$ cat config.mk
export PLATFORM = sky130hd
export DESIGN_NAME = spectrum_trace_span_generator_core
export DESIGN_NICKNAME = d
export VERILOG_FILES = /design/src/design/stsg_pkg.sv /design/src/design/stsg_lane.sv /design/src/design/stsg_merge.sv /design/src/design/spectrum_trace_span_generator_core.sv
export SDC_FILE = /design/constraint.sdc
export NUM_CORES = 2
export LEC_CHECK = 0
export ABC_AREA = 1
export ABC_CLOCK_PERIOD_IN_PS = 12300
export BUFFER_PORTS_ARGS = -buffer_cell sky130_fd_sc_hd__buf_2
export CAP_MARGIN = 20
export CORE_MARGIN = 5
export CORE_UTILIZATION = 30
export CTS_BUF_LIST = sky130_fd_sc_hd__clkbuf_4
export DETAILED_ROUTE_END_ITERATION = 16
export GPL_TIMING_DRIVEN = 0
export SETUP_SLACK_MARGIN = 0.5
export SLEW_MARGIN = 40
export SYNTH_ARGS = -nofsm -noshare
export SYNTH_HDL_FRONTEND = slang
export SYNTH_SLANG_ARGS = --single-unit
$ cat constraint.sdc
create_clock -name i_clk -period 12.3 [get_ports i_clk]
set_clock_uncertainty 0.15 [all_clocks]
set_input_delay 0.615 -clock i_clk [delete_from_list [all_inputs] [get_ports i_clk]]
set_output_delay 0.615 -clock i_clk [all_outputs]
set_load 0.005 [all_outputs]
$ cat src/design/stsg_pkg.sv
// Shared types and constants for the spectrum trace span generator.
// Used by the lane, merge and top-level modules; depends on nothing.
package stsg_pkg;

    // APB register map: register i at byte address 4*i
    localparam int unsigned ADDR_W = 5;
    localparam logic [2:0] REG_TRACE_LEFT    = 3'd0;
    localparam logic [2:0] REG_TRACE_TOP     = 3'd1;
    localparam logic [2:0] REG_TRACE_HEIGHT  = 3'd2;
    localparam logic [2:0] REG_SCREEN_WIDTH  = 3'd3;
    localparam logic [2:0] REG_SCREEN_HEIGHT = 3'd4;

    // Palette indexes for the two span kinds
    localparam logic [3:0] COLOUR_ERASE = 4'd0;
    localparam logic [3:0] COLOUR_DRAW  = 4'd3;

    // Smoothing window, Q8 weights: centre 128 (a shift by 7), near 46, far 18
    localparam int unsigned SUM_W    = 26;
    localparam int unsigned W_CTR_SH = 7;
    localparam logic signed [SUM_W-1:0] W_NEAR = 26'sd46;
    localparam logic signed [SUM_W-1:0] W_FAR  = 26'sd18;

    // Input word: one spectrum bin
    typedef struct packed {
        logic signed [15:0] new_magnitude;
        logic signed [15:0] old_magnitude;
        logic               sweep_start;
    } t_in_word;

    // Output word: one vertical span
    typedef struct packed {
        logic [11:0] column;
        logic [11:0] row_start;
        logic [12:0] span_length;
        logic [3:0]  colour;
        logic        last;
    } t_out_word;

    // Configuration seen by each lane
    typedef struct packed {
        logic [11:0] top;
        logic [12:0] hm1;
        logic [12:0] scr_h;
    } t_lane_cfg;

    // Pipeline control driven by the top level into both lanes
    typedef struct packed {
        logic shift;
        logic load1;
        logic load2;
        logic load3;
        logic commit;
        logic first;
    } t_lane_ctl;

    // Span found by one lane
    typedef struct packed {
        logic        keep;
        logic [11:0] start;
        logic [12:0] len;
    } t_lane_span;

endpackage

$ cat src/design/stsg_lane.sv
// One trace lane: sample window, 5-tap smoothing, row mapping and span rule.
// Depends on stsg_pkg; two copies run side by side (old and new trace).
module stsg_lane
    import stsg_pkg::*;
(
    input  logic               i_clk,
    input  logic               i_rst_n,
    input  t_lane_ctl          i_ctl,
    input  logic signed [15:0] i_sample,
    input  t_lane_cfg          i_cfg,
    output t_lane_span         o_span
);

    logic signed [15:0] r_win [4];
    logic signed [15:0] r_c;
    logic signed [16:0] r_p1;
    logic signed [16:0] r_p2;
    logic signed [15:0] r_y;
    logic [13:0]        r_row;
    logic [13:0]        r_prev;

    logic signed [SUM_W-1:0] w_sum;
    logic [12:0]             w_val;
    logic [13:0]             w_prev_eff;
    logic signed [14:0]      w_diff;
    logic [13:0]             w_start;
    logic [13:0]             w_len;
    logic [14:0]             w_end;

    // Shift the window on each accepted word; index 0 is the latest sample
    always_ff @(posedge i_clk) begin
        if (!i_rst_n) begin
            for (int i = 0; i < 4; i++) begin
                r_win[i] <= '0;
            end
        end else if (i_ctl.shift) begin
            r_win[0] <= i_sample;
            r_win[1] <= r_win[0];
            r_win[2] <= r_win[1];
            r_win[3] <= r_win[2];
        end
    end

    // Stage 1: centre tap and pair sums of symmetric taps
    always_ff @(posedge i_clk) begin
        if (i_ctl.load1) begin
            r_c  <= r_win[1];
            r_p1 <= 17'(r_win[0]) + 17'(r_win[2]);
            r_p2 <= 17'(i_sample) + 17'(r_win[3]);
        end
    end

    // Stage 2: weighted sum, floor divide by 256
    assign w_sum = (SUM_W'(r_c) <<< W_CTR_SH) + SUM_W'(r_p1) * W_NEAR + SUM_W'(r_p2) * W_FAR;

    always_ff @(posedge i_clk) begin
        if (i_ctl.load2) begin
            r_y <= w_sum[23:8];
        end
    end

    // Stage 3: clamp to the trace area and flip into a screen row
    always_comb begin
        if (r_y < 16'sd0) begin
            w_val = '0;
        end else if (r_y > signed'({3'b000, i_cfg.hm1})) begin
            w_val = i_cfg.hm1;
        end else begin
            w_val = r_y[12:0];
        end
    end

    always_ff @(posedge i_clk) begin
        if (i_ctl.load3) begin
            r_row <= 14'(i_cfg.top) + 14'(i_cfg.hm1) - 14'(w_val);
        end
    end

    // Span joining the previous row to this one, checked and clipped to the screen
    always_comb begin
        w_prev_eff = i_ctl.first ? r_row : r_prev;
        w_diff     = signed'({1'b0, r_row}) - signed'({1'b0, w_prev_eff});
        priority if (w_diff > 15'sd1) begin
            w_start = w_prev_eff + 14'd1;
            w_len   = w_diff[13:0];
        end else if (w_diff < -15'sd1) begin
            w_start = r_row;
            w_len   = 14'(-w_diff);
        end else begin
            w_start = r_row;
            w_len   = 14'd1;
        end
        w_end       = 15'(w_start) + 15'(w_len);
        o_span.keep  = (w_start < 14'(i_cfg.scr_h)) && (w_start[13:12] == 2'b00);
        o_span.start = w_start[11:0];
        if (w_end > 15'(i_cfg.scr_h)) begin
            o_span.len = 13'(14'(i_cfg.scr_h) - w_start);
        end else begin
            o_span.len = w_len[12:0];
        end
    end

    // Hold the row of the last centre column handed to the merge stage
    always_ff @(posedge i_clk) begin
        if (!i_rst_n) begin
            r_prev <= '0;
        end else if (i_ctl.commit) begin
            r_prev <= r_row;
        end
    end

endmodule

$ cat src/design/stsg_merge.sv
// Merge stage: takes the erase and draw spans of one column and sends them
// out one word per cycle while the output is ready, erase first. Depends on stsg_pkg.
module stsg_merge
    import stsg_pkg::*;
(
    input  logic       i_clk,
    input  logic       i_rst_n,
    input  logic       i_valid,
    input  t_lane_span i_old_span,
    input  t_lane_span i_new_span,
    input  logic [11:0] i_column,
    input  logic       i_col_ok,
    output logic       o_ready,
    output logic       o_valid,
    input  logic       i_ready,
    output t_out_word  o_word
);

    logic [1:0]  r_pend;
    logic [1:0]  n_pend;
    t_lane_span  r_old;
    t_lane_span  r_new;
    logic [11:0] r_col;
    logic        r_out_valid;
    logic        n_out_valid;
    t_out_word   r_out;
    t_out_word   n_out;

    logic       w_out_free;
    logic       w_take;
    logic       w_load;
    logic [1:0] w_pend_after;

    // Pick the next pending span; erase goes before draw
    always_comb begin
        w_out_free   = !r_out_valid || i_ready;
        w_take       = w_out_free && (r_pend != 2'b00);
        w_pend_after = r_pend;
        n_out        = r_out;
        n_out_valid  = r_out_valid;
        if (w_take) begin
            n_out_valid    = 1'b1;
            n_out.column   = r_col;
            if (r_pend[0]) begin
                w_pend_after      = {r_pend[1], 1'b0};
                n_out.row_start   = r_old.start;
                n_out.span_length = r_old.len;
                n_out.colour      = COLOUR_ERASE;
                n_out.last        = !r_pend[1];
            end else begin
                w_pend_after      = 2'b00;
                n_out.row_start   = r_new.start;
                n_out.span_length = r_new.len;
                n_out.colour      = COLOUR_DRAW;
                n_out.last        = 1'b1;
            end
        end else if (w_out_free) begin
            n_out_valid = 1'b0;
        end
        o_ready = (w_pend_after == 2'b00);
        w_load  = o_ready && i_valid;
    end

    // Load the span flags of a new column, else keep what is still pending
    assign n_pend = w_load ? {i_new_span.keep & i_col_ok, i_old_span.keep & i_col_ok}
                           : w_pend_after;

    // Advance pending flags and the output register
    always_ff @(posedge i_clk) begin
        if (!i_rst_n) begin
            r_pend      <= '0;
            r_out_valid <= 1'b0;
        end else begin
            r_pend      <= n_pend;
            r_out_valid <= n_out_valid;
        end
    end

    // Capture the span pair and the output word
    always_ff @(posedge i_clk) begin
        r_out <= n_out;
        if (w_load) begin
            r_old <= i_old_span;
            r_new <= i_new_span;
            r_col <= i_column;
        end
    end

    assign o_valid = r_out_valid;
    assign o_word  = r_out;

endmodule

$ cat src/design/spectrum_trace_span_generator_core.sv
// Spectrum trace span generator: two smoothing lanes (old, new) and a merge stage.
// Spans pass the stage 1, 2 and 3 registers, the merge pending flags and the output register;
// the second span word of a bin follows its first. The single output word port slows the flow
// when both spans are drawn; a bin that emits fewer spans frees the merge stage sooner.
// Reset: synchronous active-low i_rst_n clears windows, bin count and rows, and loads
// the register defaults.
module spectrum_trace_span_generator_core
    import stsg_pkg::*;
#(
    parameter int unsigned MAX_BINS = 1024
)
(
    input  logic              i_clk,
    input  logic              i_rst_n,
    input  logic              i_in_valid,
    output logic              o_in_ready,
    input  t_in_word          i_in_word,
    output logic              o_out_valid,
    input  logic              i_out_ready,
    output t_out_word         o_out_word,
    input  logic              psel,
    input  logic              penable,
    input  logic              pwrite,
    input  logic [ADDR_W-1:0] paddr,
    input  logic [31:0]       pwdata,
    output logic [31:0]       prdata,
    output logic              pready
);

    localparam int unsigned CNT_W = $clog2(MAX_BINS + 1);

    logic [11:0]      r_trace_left;
    logic [11:0]      r_trace_top;
    logic [12:0]      r_trace_height;
    logic [12:0]      r_screen_width;
    logic [12:0]      r_screen_height;
    logic [CNT_W-1:0] r_count;
    logic             r_v1, r_v2, r_v3;
    logic             r_first1, r_first2, r_first3;
    logic [12:0]      r_col1, r_col2, r_col3;

    logic             w_wr;
    logic [2:0]       w_reg_idx;
    logic             w_accept;
    logic [CNT_W-1:0] w_cur;
    logic             w_emit;
    logic             w_first;
    logic [12:0]      w_col;
    logic             w_ready1, w_ready2, w_ready3;
    logic             w_pair_ready;
    logic             w_col_ok;
    t_lane_cfg        w_cfg;
    t_lane_ctl        w_ctl;
    t_lane_span       w_old_span;
    t_lane_span       w_new_span;

    // Configuration port
    assign pready    = 1'b1;
    assign w_reg_idx = paddr[ADDR_W-1:2];
    assign w_wr      = psel && penable && pwrite && pready;

    always_ff @(posedge i_clk) begin
        if (!i_rst_n) begin
            r_trace_left    <= 12'd0;
            r_trace_top     <= 12'd0;
            r_trace_height  <= 13'd256;
            r_screen_width  <= 13'd1024;
            r_screen_height <= 13'd600;
        end else if (w_wr) begin
            case (w_reg_idx)
                REG_TRACE_LEFT:    r_trace_left    <= pwdata[11:0];
                REG_TRACE_TOP:     r_trace_top     <= pwdata[11:0];
                REG_TRACE_HEIGHT:  r_trace_height  <= pwdata[12:0];
                REG_SCREEN_WIDTH:  r_screen_width  <= pwdata[12:0];
                REG_SCREEN_HEIGHT: r_screen_height <= pwdata[12:0];
                default: ;
            endcase
        end
    end

    always_comb begin
        case (w_reg_idx)
            REG_TRACE_LEFT:    prdata = 32'(r_trace_left);
            REG_TRACE_TOP:     prdata = 32'(r_trace_top);
            REG_TRACE_HEIGHT:  prdata = 32'(r_trace_height);
            REG_SCREEN_WIDTH:  prdata = 32'(r_screen_width);
            REG_SCREEN_HEIGHT: prdata = 32'(r_screen_height);
            default:           prdata = '0;
        endcase
    end

    // Zero height acts as one row
    assign w_cfg.top   = r_trace_top;
    assign w_cfg.hm1   = (r_trace_height == 13'd0) ? 13'd0 : r_trace_height - 13'd1;
    assign w_cfg.scr_h = r_screen_height;

    // Bin index and whether this bin completes a window
    assign w_accept = i_in_valid && o_in_ready;
    assign w_cur    = i_in_word.sweep_start ? '0 : r_count;
    assign w_emit   = (w_cur >= CNT_W'(4)) && (w_cur <= CNT_W'(MAX_BINS - 1));
    assign w_first  = (w_cur == CNT_W'(4));
    assign w_col    = 13'(w_cur) - 13'd2 + 13'(r_trace_left);

    always_ff @(posedge i_clk) begin
        if (!i_rst_n) begin
            r_count <= '0;
        end else if (w_accept) begin
            r_count <= (w_cur < CNT_W'(MAX_BINS)) ? w_cur + CNT_W'(1) : w_cur;
        end
    end

    // Pipeline handshake; the merge stage back-pressures the whole chain
    assign w_ready3   = !r_v3 || w_pair_ready;
    assign w_ready2   = !r_v2 || w_ready3;
    assign w_ready1   = !r_v1 || w_ready2;
    assign o_in_ready = w_ready1;

    always_ff @(posedge i_clk) begin
        if (!i_rst_n) begin
            r_v1 <= 1'b0;
            r_v2 <= 1'b0;
            r_v3 <= 1'b0;
        end else begin
            if (w_ready1) r_v1 <= w_accept && w_emit;
            if (w_ready2) r_v2 <= r_v1;
            if (w_ready3) r_v3 <= r_v2;
        end
    end

    always_ff @(posedge i_clk) begin
        if (w_ready1) begin
            r_first1 <= w_first;
            r_col1   <= w_col;
        end
        if (w_ready2) begin
            r_first2 <= r_first1;
            r_col2   <= r_col1;
        end
        if (w_ready3) begin
            r_first3 <= r_first2;
            r_col3   <= r_col2;
        end
    end

    assign w_col_ok = (r_col3 < r_screen_width) && !r_col3[12];

    assign w_ctl.shift  = w_accept;
    assign w_ctl.load1  = w_ready1;
    assign w_ctl.load2  = w_ready2;
    assign w_ctl.load3  = w_ready3;
    assign w_ctl.commit = r_v3 && w_pair_ready;
    assign w_ctl.first  = r_first3;

    // Old trace lane (erase spans)
    stsg_lane u_lane_old (
        .i_clk    (i_clk),
        .i_rst_n  (i_rst_n),
        .i_ctl    (w_ctl),
        .i_sample (i_in_word.old_magnitude),
        .i_cfg    (w_cfg),
        .o_span   (w_old_span)
    );

    // New trace lane (draw spans)
    stsg_lane u_lane_new (
        .i_clk    (i_clk),
        .i_rst_n  (i_rst_n),
        .i_ctl    (w_ctl),
        .i_sample (i_in_word.new_magnitude),
        .i_cfg    (w_cfg),
        .o_span   (w_new_span)
    );

    // Merge both lanes into the output word stream
    stsg_merge u_merge (
        .i_clk      (i_clk),
        .i_rst_n    (i_rst_n),
        .i_valid    (r_v3),
        .i_old_span (w_old_span),
        .i_new_span (w_new_span),
        .i_column   (r_col3[11:0]),
        .i_col_ok   (w_col_ok),
        .o_ready    (w_pair_ready),
        .o_valid    (o_out_valid),
        .i_ready    (i_out_ready),
        .o_word     (o_out_word)
    );

    // Only erase and draw colours leave the block
    a_colour_legal: assert property (@(posedge i_clk) disable iff (!i_rst_n)
        o_out_valid |-> (o_out_word.colour == COLOUR_ERASE ||
                         o_out_word.colour == COLOUR_DRAW))
        else $error("span word with unknown colour");

    // A draw span always closes its column
    a_draw_last: assert property (@(posedge i_clk) disable iff (!i_rst_n)
        (o_out_valid && o_out_word.colour == COLOUR_DRAW) |-> o_out_word.last)
        else $error("draw span without last flag");

    // Clipping never yields an empty span
    a_len_nonzero: assert property (@(posedge i_clk) disable iff (!i_rst_n)
        o_out_valid |-> (o_out_word.span_length != 13'd0))
        else $error("zero-length span");

    // Stage 1 fills only from an accepted word
    a_v1_source: assert property (@(posedge i_clk) disable iff (!i_rst_n)
        $rose(r_v1) |-> $past(w_accept))
        else $error("pipeline valid without accepted word");

endmodule

Word-level counts from Yosys, hierarchy flattened
Memory sizes are Yosys's and may differ from the RTL's. Index checks and enable logic that the tools add are counted. Widths: inputs -> output; s select.

Register bits: 414. Bits in writable memories: 128. Input port bits: 77. Output and inout port bits: 77. Word-level logic and storage cells: 169. Memories kept: 2.

Add/sub/neg operators: 25. $mul: 4. $lt $le $gt $ge: 16. Eq/ne operators: 5. Mux-type cells: 36. Bitwise gates (word level): 10. Reductions and logical operators: 32.

Memory list: u_lane_new.r_win (words 4, bits a word 16, read ports 4, clocked after Yosys merged registers in 0, wr ports 4, line stsg_lane.sv:14) `logic signed [15:0] r_win [4];`; u_lane_old.r_win (words 4, bits a word 16, read ports 4, clocked after Yosys merged registers in 0, wr ports 4, line stsg_lane.sv:14).

Operator list (number): $mux 16 (8); $mux 14 (8); $mux 13 (7); $add 16x16->17 (4); $pmux 13 s5 (1); $add 23x24->24 (2); $add 24x24->24 (2); $mul 17x6->23 const B (2); $mul 17x5->22 const B (2); $gt 16x14->1 (2); $lt 16x1->1 const B (2); $add 14x14->15 (2); $gt 15x13->1 (2); $gt 15x2->1 const B (2); $lt 15x1->1 const B (2); $mux 30 (1); $sub 14x14->15 (2); $add 14x1->14 const B (2); $lt 14x13->1 (2); $neg 14->14 (2); $sub 14x13->14 (2); $sub 13x13->13 (2); $mux 11 (2); $add 12x13->14 (1); other kinds (24) (64).

Logic depth before layout (Yosys ltp)
Word-level depth: 13. Depth in mapped cells: 49.

Hierarchy
Synthesis repeated with hierarchy kept, for this count alone.

Cells, all modules: 5016. Area, all modules: 42134.2 sq um.

By module, submodules not included: stsg_lane (u_lane_new) (times used 1, cells an instance 2034, area an instance 16268.1 sq um); stsg_lane (u_lane_old) (times used 1, cells an instance 1982, area an instance 16134.2 sq um); spectrum_trace_span_generator_core (times used 1, cells an instance 788, area an instance 6159.7 sq um); stsg_merge (times used 1, cells an instance 212, area an instance 3572.2 sq um).

Worst setup path after synthesis
OpenSTA, ideal clock, no wires.

Path type: input port to flip-flop. Start: input i_out_ready. End: memory u_lane_new.r_win[0][0], enable pin. Data arrival time: 8.536 ns. Slack: 3.072 ns. Cell stages on the path: 11. Buffers on the path: 1. Cell sequence: nor2_1 > inv_1 > o21ai_0 > inv_1 > nand2_1 > nand2_1 > nor2_1 > nand2_1 > nand2_1 > nand2_1 > clkbuf_1.

RTL lines: start: declaration (line spectrum_trace_span_generator_core.sv:19) `input logic i_out_ready,`; end: declaration (line stsg_lane.sv:14).

==> results.sh <==
export IMPL_drc=0
export IMPL_ys_flop_type="edfxtp_1"
export IMPL_status="complete, no violations"
export IMPL_num_rows=135
export IMPL_yosysWarningCount=0
export IMPL_io_buffer_count=109
export IMPL_grt_antenna_before_repair=17
export IMPL_pin_count=154
export IMPL_grt_pass1_wl_um=172400
export IMPL_vias_per_cell=4.663
export IMPL_async_flop_share_pct=0
export IMPL_die_y_um=380.0
export IMPL_drive_gt1_share_pct=9.590
export IMPL_synth_most_common_cell="nand2_1"
export IMPL_nets=5843
export IMPL_dp_cells=6752
export IMPL_via_count=33070
export IMPL_core_area_um2=135800
export IMPL_slowest_delay_ns=0.71
export IMPL_tritoncts="done"
export IMPL_hpwl_um=89370
export IMPL_grt_pass1_vias=32580
export IMPL_synth_edf_count=431
export IMPL_cts_resized=0
export IMPL_h_tree_depth=4
export IMPL_layout_cells_non_filler=7092
export IMPL_rsz0062_at_grt="false"
export IMPL_synthDistinctLibCells=60
export IMPL_synth_area_per_cell_um2=8.504
export IMPL_cts_buffers=150
export IMPL_worstSetupPathType="flip-flop to flip-flop"
export IMPL_root_buffer="clkbuf_4"
export IMPL_slew_headroom_pct=28.75
export IMPL_hold_violations=0
export IMPL_worst_slack_ns=2.929
export IMPL_yosysTopAreaCellShare_pct=31.51
export IMPL_synth_common_cells="867 x nand2_1, 838 x inv_1, 476 x ha_1"
export IMPL_tightest_slew_ns=1.058
export IMPL_drv_slew=0
export IMPL_grt_overflow=0
export IMPL_fp_dieW_um=380.0
export IMPL_ys_seq_elements=539
export IMPL_dieArea_um2=144400
export IMPL_end_kind="flip-flop"
export IMPL_fin_crit_ns=9.371
export IMPL_ant_nets=0
export IMPL_clkLatencyLatePin_ns=1.09
export IMPL_ys_seq_area_share_pct=36.77
export IMPL_finalCritPeriodShare_pct=76.19
export IMPL_setup_violations_final=0
export IMPL_fin_area_um2=46740
export IMPL_grt_max_degree=48
export IMPL_rrSetupSlack_ns=2.93
export IMPL_syn_to_final_growth_pct=13.81
export IMPL_nFillCells=14180
export IMPL_track_usage_pct=14.94
export IMPL_dp_slack_ns=3.001
export IMPL_netlist_area_um2=41070
export IMPL_yosys_top_cells_area="edfxtp_1 32%, ha_1 15%, nand2_1 7.9%"
export IMPL_crit_required_ns=12.91
export IMPL_clkSlewWorstSetupHoldPaths_ns=0.07
export IMPL_netlist_instances=4830
export IMPL_post_drt_wl_per_cell_um=15.48
export IMPL_drt_iter0_drc=2407
export IMPL_post_dp_cell_area_um2=44210
export IMPL_start_util_pct=30.24
export IMPL_holdWs_ns=0.1764
export IMPL_cap_violations=0
export IMPL_dr_pass1_iters=8
export IMPL_place_gp_congestion=0.9520
export IMPL_ctsLongestPathBuffers=3
export IMPL_cp_max_fo=10
export IMPL_arrival_ns=9.98
export IMPL_cts_setup_buffers=0
export IMPL_critPathSlowestCell="o31ai_1"
export IMPL_synth_top_area_cell="edfxtp_1"
export IMPL_path_common_cell="nand2_1"
export IMPL_min_path_type="input port to flip-flop"
export IMPL_drt_total_wl_um=109800
export IMPL_crit_path_start_kind="flip-flop"
export IMPL_clock_sink_count=539
export IMPL_clock_fmax_mhz=106.7
[layout make-up]
class	count	area (um2)	area share (%)
multi-input combinational	3343	22290	47.69
clock buffer	214	1607	3.437
clock inverter	53	301.5	0.6451
antenna	14	35.03	0.07495
timing repair buffer	180	1386	2.966
buffer	103	538.0	1.151
inverter	865	3249	6.951
tap	1781	2228	4.767
sequential	539	15100	32.31
[kinds of logic (layout without fill, tap and decap cells)]
group | Yosys count | after routing | synth area share (%)
AO/OA/AOI/OAI | 794 | 794 | 10.69
XOR/XNOR | 293 | 293 | 6.300
adder cells (fa/ha/maj) | 584 | 584 | 19.76
buffers and inverters | 968 | 1415 | 9.194
flip-flops | 539 | 539 | 36.77
multiplexers | 1 | 1 | 0.02437
other | 2 | 36 | 0.01828
AND/OR/NAND/NOR | 1649 | 1649 | 17.24
[placed cells by master, fill, tap and decap left out, types with 29 or more instances in the layout]
master and instances:
xnor2_1 65, clkbuf_1 61, ha_1 476, xor2_1 226, fa_1 108, edfxtp_1 431
nor2_1 380, a21oi_1 347, o21ai_0 272, clkbuf_4 216, inv_1 837, nand4_1 54
nand3_1 209, dlygate4sd3_1 59, clkinv_1 29, nand2_1 865, buf_2 112, nor3_1 40
dfxtp_1 108
[per-layer routing]
layer	track usage (%)	part of all wire, %
met5	0	0.049
met4	4.890	2.6
met3	3.404	6.9
met2	25.05	46
met1	19.09	44
[sequential cells by signal (all words and copies together) (netlist names), 25 cells and up]
signal            count
u_lane_new.r_win     64
u_lane_old.r_win     64
u_merge.o_word       39
u_merge.r_new        25
u_merge.r_old        25
[critical path: cells and delay by family (launching register included)]
kind | cells | cell delay (ns)
flops | 1 | 0.32
buf+inv | 11 | 3.06
fa+ha+maj | 3 | 1.27
simple gates | 15 | 1.76
compound gates | 7 | 2.52
[through the flow]
| step | utilization, % | TNS [ns] |
|---|---|---|
| 6_report | 34.42 | 0 |
| 5_1_grt | 34.41 | 0 |
| 4_1_cts | 34.39 | 0 |
| 3_5_place_dp | 32.55 | 0 |
| 3_3_place_gp | 32.34 | -130.81 |
| 2_1_floorplan | - | 0 |
[repair_timing]
item / 4_1_cts / 5_1_grt
endpoints found under the hold margin: 137 / 0
hold buffers: 59 / 0
endpoints found under the setup margin: 0 / 0
[final timing paths]
kind | start | to | cells after the start
max | r_first3 | u_merge.r_old[4] | 36
min | penable | r_trace_top[11] | 6
max reg2reg | r_first3 | u_merge.r_old[4] | 36
min reg2reg | r_col2[1] | r_col3[1] | 0
Power is left out: the tool's default activity adds up to more than one toggle a clock period on the data nets, which glitch-free logic cannot reach.
